**src/sv/assert_macros.svh**
```systemverilog
// Assertion macros for the RTL of the rotation matrix unit.
// No dependencies.
`ifndef ASSERT_MACROS_SVH
`define ASSERT_MACROS_SVH

// Implication checked on every clock edge outside reset.
`define ASSERT_IMPL(label, clk, rst_n, ante, cons, msg) \
  label: assert property (@(posedge clk) disable iff (!rst_n) (ante) |-> (cons)) \
    else $error(msg);

// Implication whose consequent is checked on the clock edge after the antecedent.
`define ASSERT_NEXT(label, clk, rst_n, ante, cons, msg) \
  label: assert property (@(posedge clk) disable iff (!rst_n) (ante) |=> (cons)) \
    else $error(msg);

`endif

```
**src/sv/earm_pkg.sv**
```systemverilog
// Package of the rotation matrix unit: widths, rotation order codes, CORDIC tables.
// No dependencies.
package earm_pkg;

  localparam int FRAC_BITS_DEF     = 14;
  localparam int CORDIC_STAGES_DEF = 16;
  localparam int ANGLE_W           = 16;
  localparam int ELEM_W            = 16;
  localparam int OUT_FRAC          = 14;
  localparam int DATA_FRAC         = 30;
  localparam int CORDIC_W          = 34;
  localparam logic signed [CORDIC_W-1:0] CORDIC_INIT_X = 34'sd652032874;

  typedef enum logic [2:0] {
    ORD_XYZ = 3'd0,
    ORD_XZY = 3'd1,
    ORD_YXZ = 3'd2,
    ORD_YZX = 3'd3,
    ORD_ZXY = 3'd4,
    ORD_ZYX = 3'd5
  } rot_order_t;

  function automatic logic signed [CORDIC_W-1:0] atan_entry(input int idx);
    logic signed [CORDIC_W-1:0] v;
    case (idx)
      0: v = 34'sd536870912;   1: v = 34'sd316933406;   2: v = 34'sd167458907;
      3: v = 34'sd85004756;    4: v = 34'sd42667331;    5: v = 34'sd21354465;
      6: v = 34'sd10679838;    7: v = 34'sd5340245;     8: v = 34'sd2670163;
      9: v = 34'sd1335087;     10: v = 34'sd667544;     11: v = 34'sd333772;
      12: v = 34'sd166886;     13: v = 34'sd83443;      14: v = 34'sd41722;
      15: v = 34'sd20861;      16: v = 34'sd10430;      17: v = 34'sd5215;
      18: v = 34'sd2608;       19: v = 34'sd1304;       20: v = 34'sd652;
      21: v = 34'sd326;        22: v = 34'sd163;        23: v = 34'sd81;
      24: v = 34'sd41;         25: v = 34'sd20;         26: v = 34'sd10;
      27: v = 34'sd5;          28: v = 34'sd3;          29: v = 34'sd1;
      30: v = 34'sd1;
      default: v = '0;
    endcase
    return v;
  endfunction

endpackage

```
**src/sv/earm_cordic.sv**
```systemverilog
// Pipelined CORDIC sine and cosine of one binary angle, one stage per register.
// Depends on earm_pkg.
module earm_cordic import earm_pkg::*; #(
  parameter int FRAC_BITS     = FRAC_BITS_DEF,
  parameter int CORDIC_STAGES = CORDIC_STAGES_DEF
) (
  input  logic                       clk,
  input  logic                       en,
  input  logic signed [ANGLE_W-1:0]  angle,
  output logic signed [FRAC_BITS+1:0] sin_q,
  output logic signed [FRAC_BITS+1:0] cos_q
);

  localparam int SH = DATA_FRAC - FRAC_BITS;
  localparam logic signed [CORDIC_W-1:0] ONE_Q = CORDIC_W'(1) <<< FRAC_BITS;

  logic signed [CORDIC_W-1:0] x_r [CORDIC_STAGES+1];
  logic signed [CORDIC_W-1:0] y_r [CORDIC_STAGES+1];
  logic signed [CORDIC_W-1:0] z_r [CORDIC_STAGES+1];
  logic                       flip_r [CORDIC_STAGES+1];
  logic signed [FRAC_BITS+1:0] sin_r, cos_r;

  logic [31:0] u_full, u_rot;
  logic        flip_in;

  assign u_full  = {angle, 16'h0000};
  assign flip_in = (u_full[31:30] == 2'b01) || (u_full[31:30] == 2'b10);
  assign u_rot   = flip_in ? (u_full + 32'h8000_0000) : u_full;

  always_ff @(posedge clk) begin
    if (en) begin
      x_r[0]    <= CORDIC_INIT_X;
      y_r[0]    <= '0;
      z_r[0]    <= CORDIC_W'($signed(u_rot));
      flip_r[0] <= flip_in;
    end
  end

  for (genvar i = 0; i < CORDIC_STAGES; i++) begin : g_stage
    always_ff @(posedge clk) begin
      if (en) begin
        if (!z_r[i][CORDIC_W-1]) begin
          x_r[i+1] <= x_r[i] - (y_r[i] >>> i);
          y_r[i+1] <= y_r[i] + (x_r[i] >>> i);
          z_r[i+1] <= z_r[i] - atan_entry(i);
        end else begin
          x_r[i+1] <= x_r[i] + (y_r[i] >>> i);
          y_r[i+1] <= y_r[i] - (x_r[i] >>> i);
          z_r[i+1] <= z_r[i] + atan_entry(i);
        end
        flip_r[i+1] <= flip_r[i];
      end
    end
  end

  function automatic logic signed [FRAC_BITS+1:0] fin(input logic signed [CORDIC_W-1:0] v,
                                                      input logic neg);
    logic signed [CORDIC_W-1:0] t, r;
    t = neg ? -v : v;
    r = (t + (CORDIC_W'(1) <<< (SH-1))) >>> SH;
    if (r > ONE_Q) r = ONE_Q;
    if (r < -ONE_Q) r = -ONE_Q;
    return r[FRAC_BITS+1:0];
  endfunction

  always_ff @(posedge clk) begin
    if (en) begin
      cos_r <= fin(x_r[CORDIC_STAGES], flip_r[CORDIC_STAGES]);
      sin_r <= fin(y_r[CORDIC_STAGES], flip_r[CORDIC_STAGES]);
    end
  end

  assign sin_q = sin_r;
  assign cos_q = cos_r;

endmodule

```
**config.mk**
```make
export PLATFORM = sky130hd
export DESIGN_NAME = earm_cordic
export DESIGN_NICKNAME = d
export VERILOG_FILES = /design/src/sv/assert_macros.svh /design/src/sv/earm_pkg.sv /design/src/sv/earm_cordic.sv
export SDC_FILE = /design/constraint.sdc
export NUM_CORES = 2
export LEC_CHECK = 0
export BUFFER_PORTS_ARGS = -buffer_cell sky130_fd_sc_hd__buf_4
export CAP_MARGIN = 25
export CELL_PAD_IN_SITES_DETAIL_PLACEMENT = 0
export CELL_PAD_IN_SITES_GLOBAL_PLACEMENT = 1
export CORE_UTILIZATION = 56
export CTS_CLUSTER_DIAMETER = 100
export DETAILED_ROUTE_END_ITERATION = 10
export PLACE_DENSITY_LB_ADDON = 0.1
export SLEW_MARGIN = 20
export SYNTH_ARGS = -nofsm -noshare
export SYNTH_HDL_FRONTEND = slang
export SYNTH_SLANG_ARGS = --single-unit
```
**constraint.sdc**
```tcl
create_clock -name clk -period 8.3 [get_ports clk]
set_input_delay 0 -clock clk [delete_from_list [all_inputs] [get_ports clk]]
set_output_delay 0 -clock clk [all_outputs]
set_load 0.01 [all_outputs]
```
# After elaboration in Yosys (flattened, before gate mapping)
# Memories as Yosys holds them, arrays and structs flattened.
# Cells that the tools add are included.
op_classes:
  add_sub_neg: 100
  n_mul: 0
  div_mod_pow: 0
  n_lt_le_gt_ge: 4
  eq_ne: 2
  shifts: 0
  n_mux: 153
  bitwise_logic: 48
  reduce_logical: 1
ops:
  columns: ["operator", "count"]
  rows:
  - ["two-way mux 34 bit", 54]
  - ["adder 34 x 17 -> 34 bit (second input constant)", 3]
  - ["two-way mux 1 bit", 98]
  - ["adder 34 x 19 -> 34 bit", 2]
  - ["adder 34 x 20 -> 34 bit", 2]
  - ["adder 34 x 21 -> 34 bit", 2]
  - ["adder 34 x 22 -> 34 bit", 2]
  - ["adder 34 x 23 -> 34 bit", 2]
  - ["adder 34 x 24 -> 34 bit", 2]
  - ["adder 34 x 25 -> 34 bit", 2]
  - ["adder 34 x 26 -> 34 bit", 2]
  - ["adder 34 x 27 -> 34 bit", 2]
  - ["adder 34 x 28 -> 34 bit", 2]
  - ["adder 34 x 29 -> 34 bit", 2]
  - ["adder 34 x 30 -> 34 bit", 2]
  - ["adder 34 x 31 -> 34 bit", 2]
  - ["adder 34 x 32 -> 34 bit", 2]
  - ["adder 34 x 33 -> 34 bit", 2]
  - ["less-than comparator 34 x 15 -> 1 bit (second input constant)", 2]
  - ["negation 34 bit", 2]
  - ["subtractor 34 x 19 -> 34 bit", 2]
  - ["subtractor 34 x 20 -> 34 bit", 2]
  - ["subtractor 34 x 21 -> 34 bit", 2]
  - ["subtractor 34 x 22 -> 34 bit", 2]
  - ["51 further kinds", 111]
totals:
  register_bits: 32
  latchBits: 0
  mem_bits_rw: 1751
  rom_bits: 0
  input_bits: 18
  output_inout_bits: 32
  wordCells: 314
  memories: 4
mem_list:
  columns: ["name", "words", "word_bits", "rd", "rd_clocked_by_memory_dff", "wr", "line_no", "text"]
  rows:
  - ["x_r", 17, 34, 17, 0, 17, "earm_cordic.sv:17", "logic signed [CORDIC_W-1:0] x_r [CORDIC_STAGES+1];"]
  - ["y_r", 17, 34, 17, 0, 17, "earm_cordic.sv:18", "logic signed [CORDIC_W-1:0] y_r [CORDIC_STAGES+1];"]
  - ["z_r", 17, 34, 16, 0, 17, "earm_cordic.sv:19", "logic signed [CORDIC_W-1:0] z_r [CORDIC_STAGES+1];"]
  - ["flip_r", 17, 1, 17, 0, 17, "earm_cordic.sv:20", "logic flip_r [CORDIC_STAGES+1];"]

# Longest topological paths before layout
# An unclocked memory read counts as a cell.
depth:
  depth_word: 8
  mapped_depth: 23
  ltp_nobuf: 23

# Worst setup path after synthesis
# OpenSTA, ideal clock, no wires.
synth_timing:
  kind: "reg-to-reg"
  start: "memory x_r[7][12]"
  end: "memory y_r[8][33], data pin"
  setup_time_ns: 0.259
  arrival_time_ns: 4.773
  t_required_ns: 8.041
  setup_slack_ns: 3.268
  path_stages_with_launch: 19
  n_path_buf: 1
  synth_period_minus_slack_ns: 5.032
  cell_sequence: "edfxtp_1 -> or3_1 -> or3b_2 -> nor4_1 -> a21oi_1 -> xnor2_1 -> ha_1 -> clkbuf_1 -> a211o_1 -> a21oi_1 -> o21bai_1 -> a21o_1 -> a31oi_1 -> o22ai_1 -> a41oi_1 -> a2111oi_0 -> a2111oi_0 -> a21oi_1 -> xnor2_1"
synth_lines:
  columns: ["element", "line_no"]
  rows:
  - ["start: declaration", "earm_cordic.sv:17"]
  - ["end: declaration", "earm_cordic.sv:18"]

==> reports/qor.csv <==
stage,metric,value,unit
synthesis,Compound-Gate Fraction of Synth Area,19.5,%
drt,number of routed nets with antenna violations,0,
synthesis,Synthesis Warnings,0,
sta,Setup Skew,31.9,ps
synthesis,Synth Cell Area,0.124,mm²
drt,final WL,323000,µm
synthesis,mux contribution to synthesized area,0.995,%
floorplan,DIE WIDTH,473,µm
drt,TritonRoute pass-1 iters,9,
synthesis,XOR/XNOR share of the synthesized area,13.1,%
layout,synth-to-layout area growth,8.19,%
layout,Final nets,14400,
synthesis,post-synthesis register bit count,1494,
synthesis,"EDFF count, synth",1494,
sta,f_max,159,MHz
global_route,first-pass GRT wire length,507000,µm
clock_network,worst skew pair latency,850,ps
critical_path,WP data arrival,6870,ps
clock_network,total CTS buffers,177,
synthesis,Post-Synth Simple-Gate Area,13.6,%
job,max cap viols,0,
sta,Final period util,75.7,%
synthesis,Synth cell types,95,
sta,fin crit period,6280,ps
global_route,total track usage,28.2,%
sta,Fin Setup TNS,0,ps
floorplan,core area,0.220,mm²
critical_path,required time worst endpoint,8890,ps
floorplan,Die ar.,0.224,mm²
critical_path,r2r endpoint,y_r[13][33],
global_route,initial antenna violation count,3,
clock_network,# H-tree levels,4,
sta,RSZ-0062 raised after global routing,no,
critical_path,CP Launch Type,register,
sta,Final Max Slew Viols,0,
synthesis,largest family of logic cells by synthesized area,compound AO/OA/AOI/OAI gates,
floorplan,row count,172,
clock_network,post-CTS setup buffers,0,
critical_path,Crit Reg-Reg Startpoint,x_r[12][12],
placement,DP HPWL,255000,µm
placement,Port Buf Inserts,49,
synthesis,Adder-Cell Fraction of Synth Area,14.6,%
min_path,hold path endpoint,y_r[5][33],
critical_path,worst-case reg-to-reg path depth,20,
drt,DR vias/cell,6.06,
floorplan,IO Count,50,
critical_path,CP Class,reg -> reg,
drt,Via Count,97700,
layout,area occupied by multi-input gates,0.0768,mm²
drt,WL/cell,20.1,µm
floorplan,initial core utilization,56.5,%
placement,gpl congestion,0.952,
layout,share of cells above drive strength 1,4.12,%
critical_path,crit path max fanout,4,
min_path,path category of the worst min-delay check,in -> reg,
floorplan,Die Span Y,473,µm
synthesis,post-synthesis sequential area ratio,36.1,%
synthesis,mean post-synth cell area,9.65,µm²
global_route,vias in the first global route,92600,
drt,initial drt markers,6667,
critical_path,CP endpoint kind,register,
drt,Post-route DRC,0,
global_route,largest net degree at the start of global routing,151,
sta,Slew HR,22.8,%
clock_network,hold buffer count at CTS,34,
synthesis,syn_nets,14300,
sta,"Hold Violations, Final",0,
synthesis,Synth Flop Type,edfxtp_1,
critical_path,flop2flop setup slack,2020,ps
layout,# fillers,18600,
synthesis,Post-synth ARST share,0,%
clock_network,post_cts resized,0,
min_path,hold path depth,2,
min_path,HP Start,en,
clock_network,CTS tree,built,
layout,Reg area,0.0449,mm²
status,outcome,finished clean,
sta,worst slew pin tran,1160,ps
clock_network,CTS max path bufs,3,
global_route,gr ovfl total,0,
clock_network,clk slew on worst S/H paths,60,ps
sta,final setup fails,0,
clock_network,clk sinks,1494,
clock_network,Root Buffer,clkbuf_16,
synthesis,Syn Inst Count,12900,
## state kept, by name, summed over array words and instances, names as in the netlist
register / cells
cos_q: 16
z_r: 450
x_r: 484
flip_r: 17
sin_q: 16
y_r: 511
## layer usage
| layer | GRT usage [%] | wire, µm |
|---|---|---|
| met4 | 8.20 | 9300 |
| met1 | 37.5 | 145000 |
| met2 | 48.3 | 154000 |
| met3 | 3.09 | 15000 |
| met5 | 0 | 0 |
## worst max-delay path by stage
stage | startpoint | end | slack [ps] | depth (start not counted)
after global routing | x_r[12][12] | y_r[13][33] | 1680 | 21
after detailed placement | x_r[12][12] | y_r[13][33] | 2230 | 20
after CTS | x_r[12][12] | y_r[13][33] | 2190 | 20
after floorplan | x_r[7][12] | y_r[8][33] | 3270 | 18
after global placement | x_r[7][12] | y_r[8][33] | 2350 | 17
final | x_r[12][12] | y_r[13][33] | 2020 | 20
## cell families after synthesis
group	count (synthesis)
AO/OA/AOI/OAI	3792
XOR/XNOR	1858
buffers and inverters	711
flip-flops	1494
adder cells (fa/ha/maj)	1421
AND/OR/NAND/NOR	3489
multiplexers	118
## critical path, cell delays in order, from the launching register on
cell and delay (ps):
edfxtp_1 440, inv_1 90, ha_1 180, nand4bb_1 140
or3_1 350, or2_2 290, nor4_1 580, nand2_1 200
o41ai_1 330, xor2_1 200, ha_1 280, and2_1 200
nor2_1 160, o221ai_1 170, a2111oi_0 710, nor2_1 230
nor4b_1 240, o311ai_0 660, o22a_1 300, a311oi_1 120
xnor2_1 170
## metrics by stage
step           cell area, µm²  hold slack [ps]  std cells  utilization (%)  setup WS, ps
5_1_grt                134000              235      16100             61.1          1680
2_1_floorplan          124000             98.9      12900                -          3270
6_report               134000              236      16100             61.1          2020
3_5_place_dp           128000              179      15700             58.2          2230
3_3_place_gp           128000              178      15700             58.2          2350
4_1_cts                134000              217      16100             61.0          2190
## area by class of cell
class / instances / area share [%]
antenna: 8 / 0.0149
clock buffer: 213 / 3.43
clock inverter: 110 / 0.956
inverter: 505 / 1.41
multi-input combinational: 10700 / 57.1
sequential: 1494 / 33.4
tap: 2958 / 2.75
timing repair buffer: 147 / 0.975
## cells in the final DEF (no fill, tap or decap), types with 33 or more instances in the layout
master,count
a2111oi_0,33
a211oi_1,128
a21boi_0,43
a21o_1,543
a21oi_1,1224
a31oi_1,121
and2_1,79
and3_1,127
buf_4,105
clkbuf_1,34
clkbuf_16,179
clkinv_1,36
dlygate4sd3_1,34
edfxtp_1,1494
fa_1,42
ha_1,1379
inv_1,494
mux2_2,44
mux2i_1,74
nand2_1,731
nand2b_1,225
nand3_1,219
nand4_1,72
nor2_1,1058
nor2b_1,180
nor3_1,379
nor3b_1,35
nor4_1,80
o211ai_1,63
o21a_1,232
o21ai_0,686
o21bai_1,143
o31ai_1,147
o41ai_1,57
or2_2,49
or3_1,111
or4_1,43
xnor2_1,1260
xor2_1,597
## Yosys cell counts (26+ instances only)
| master | instances | share of area (%) |
|---|---|---|
| a311oi_1 | 28 | 0.20 |
| and3_1 | 127 | 0.64 |
| or4_1 | 43 | 0.26 |
| or2_2 | 49 | 0.25 |
| and2_1 | 79 | 0.40 |
| nand3b_1 | 27 | 0.16 |
| o41ai_1 | 57 | 0.40 |
| nor4_1 | 80 | 0.40 |
| o21ai_0 | 686 | 2.8 |
| o211ai_1 | 63 | 0.38 |
| nand2b_1 | 225 | 1.1 |
| a31oi_1 | 122 | 0.61 |
| o21bai_1 | 143 | 0.86 |
| mux2i_1 | 74 | 0.60 |
| a211oi_1 | 128 | 0.77 |
| fa_1 | 42 | 0.68 |
| o2111ai_1 | 26 | 0.18 |
| or3_1 | 111 | 0.56 |
| a21o_1 | 543 | 3.3 |
| nand4_1 | 72 | 0.36 |
| nor2b_1 | 180 | 0.91 |
| nor3b_1 | 35 | 0.21 |
| inv_1 | 498 | 1.5 |
| mux2_2 | 44 | 0.40 |
| xor2_1 | 597 | 4.2 |
| ha_1 | 1379 | 14 |
| edfxtp_1 | 1494 | 36 |
| a31o_2 | 32 | 0.23 |
| xnor2_1 | 1260 | 8.9 |
| o31ai_1 | 147 | 0.89 |
| a2111oi_0 | 33 | 0.23 |
| nor2_1 | 1058 | 3.2 |
| nand3_1 | 219 | 0.88 |
| a211o_1 | 32 | 0.23 |
| a21oi_1 | 1224 | 4.9 |
| nor3_1 | 379 | 1.5 |
| nand2_1 | 739 | 2.2 |
| o21a_1 | 232 | 1.4 |
| a21boi_0 | 43 | 0.26 |
| buf_1 | 31 | 0.094 |
| clkbuf_1 | 172 | 0.52 |
| o31a_1 | 28 | 0.20 |
Power is left out: the tool's default activity adds up to more than one toggle a clock period on the data nets, which glitch-free logic cannot reach.
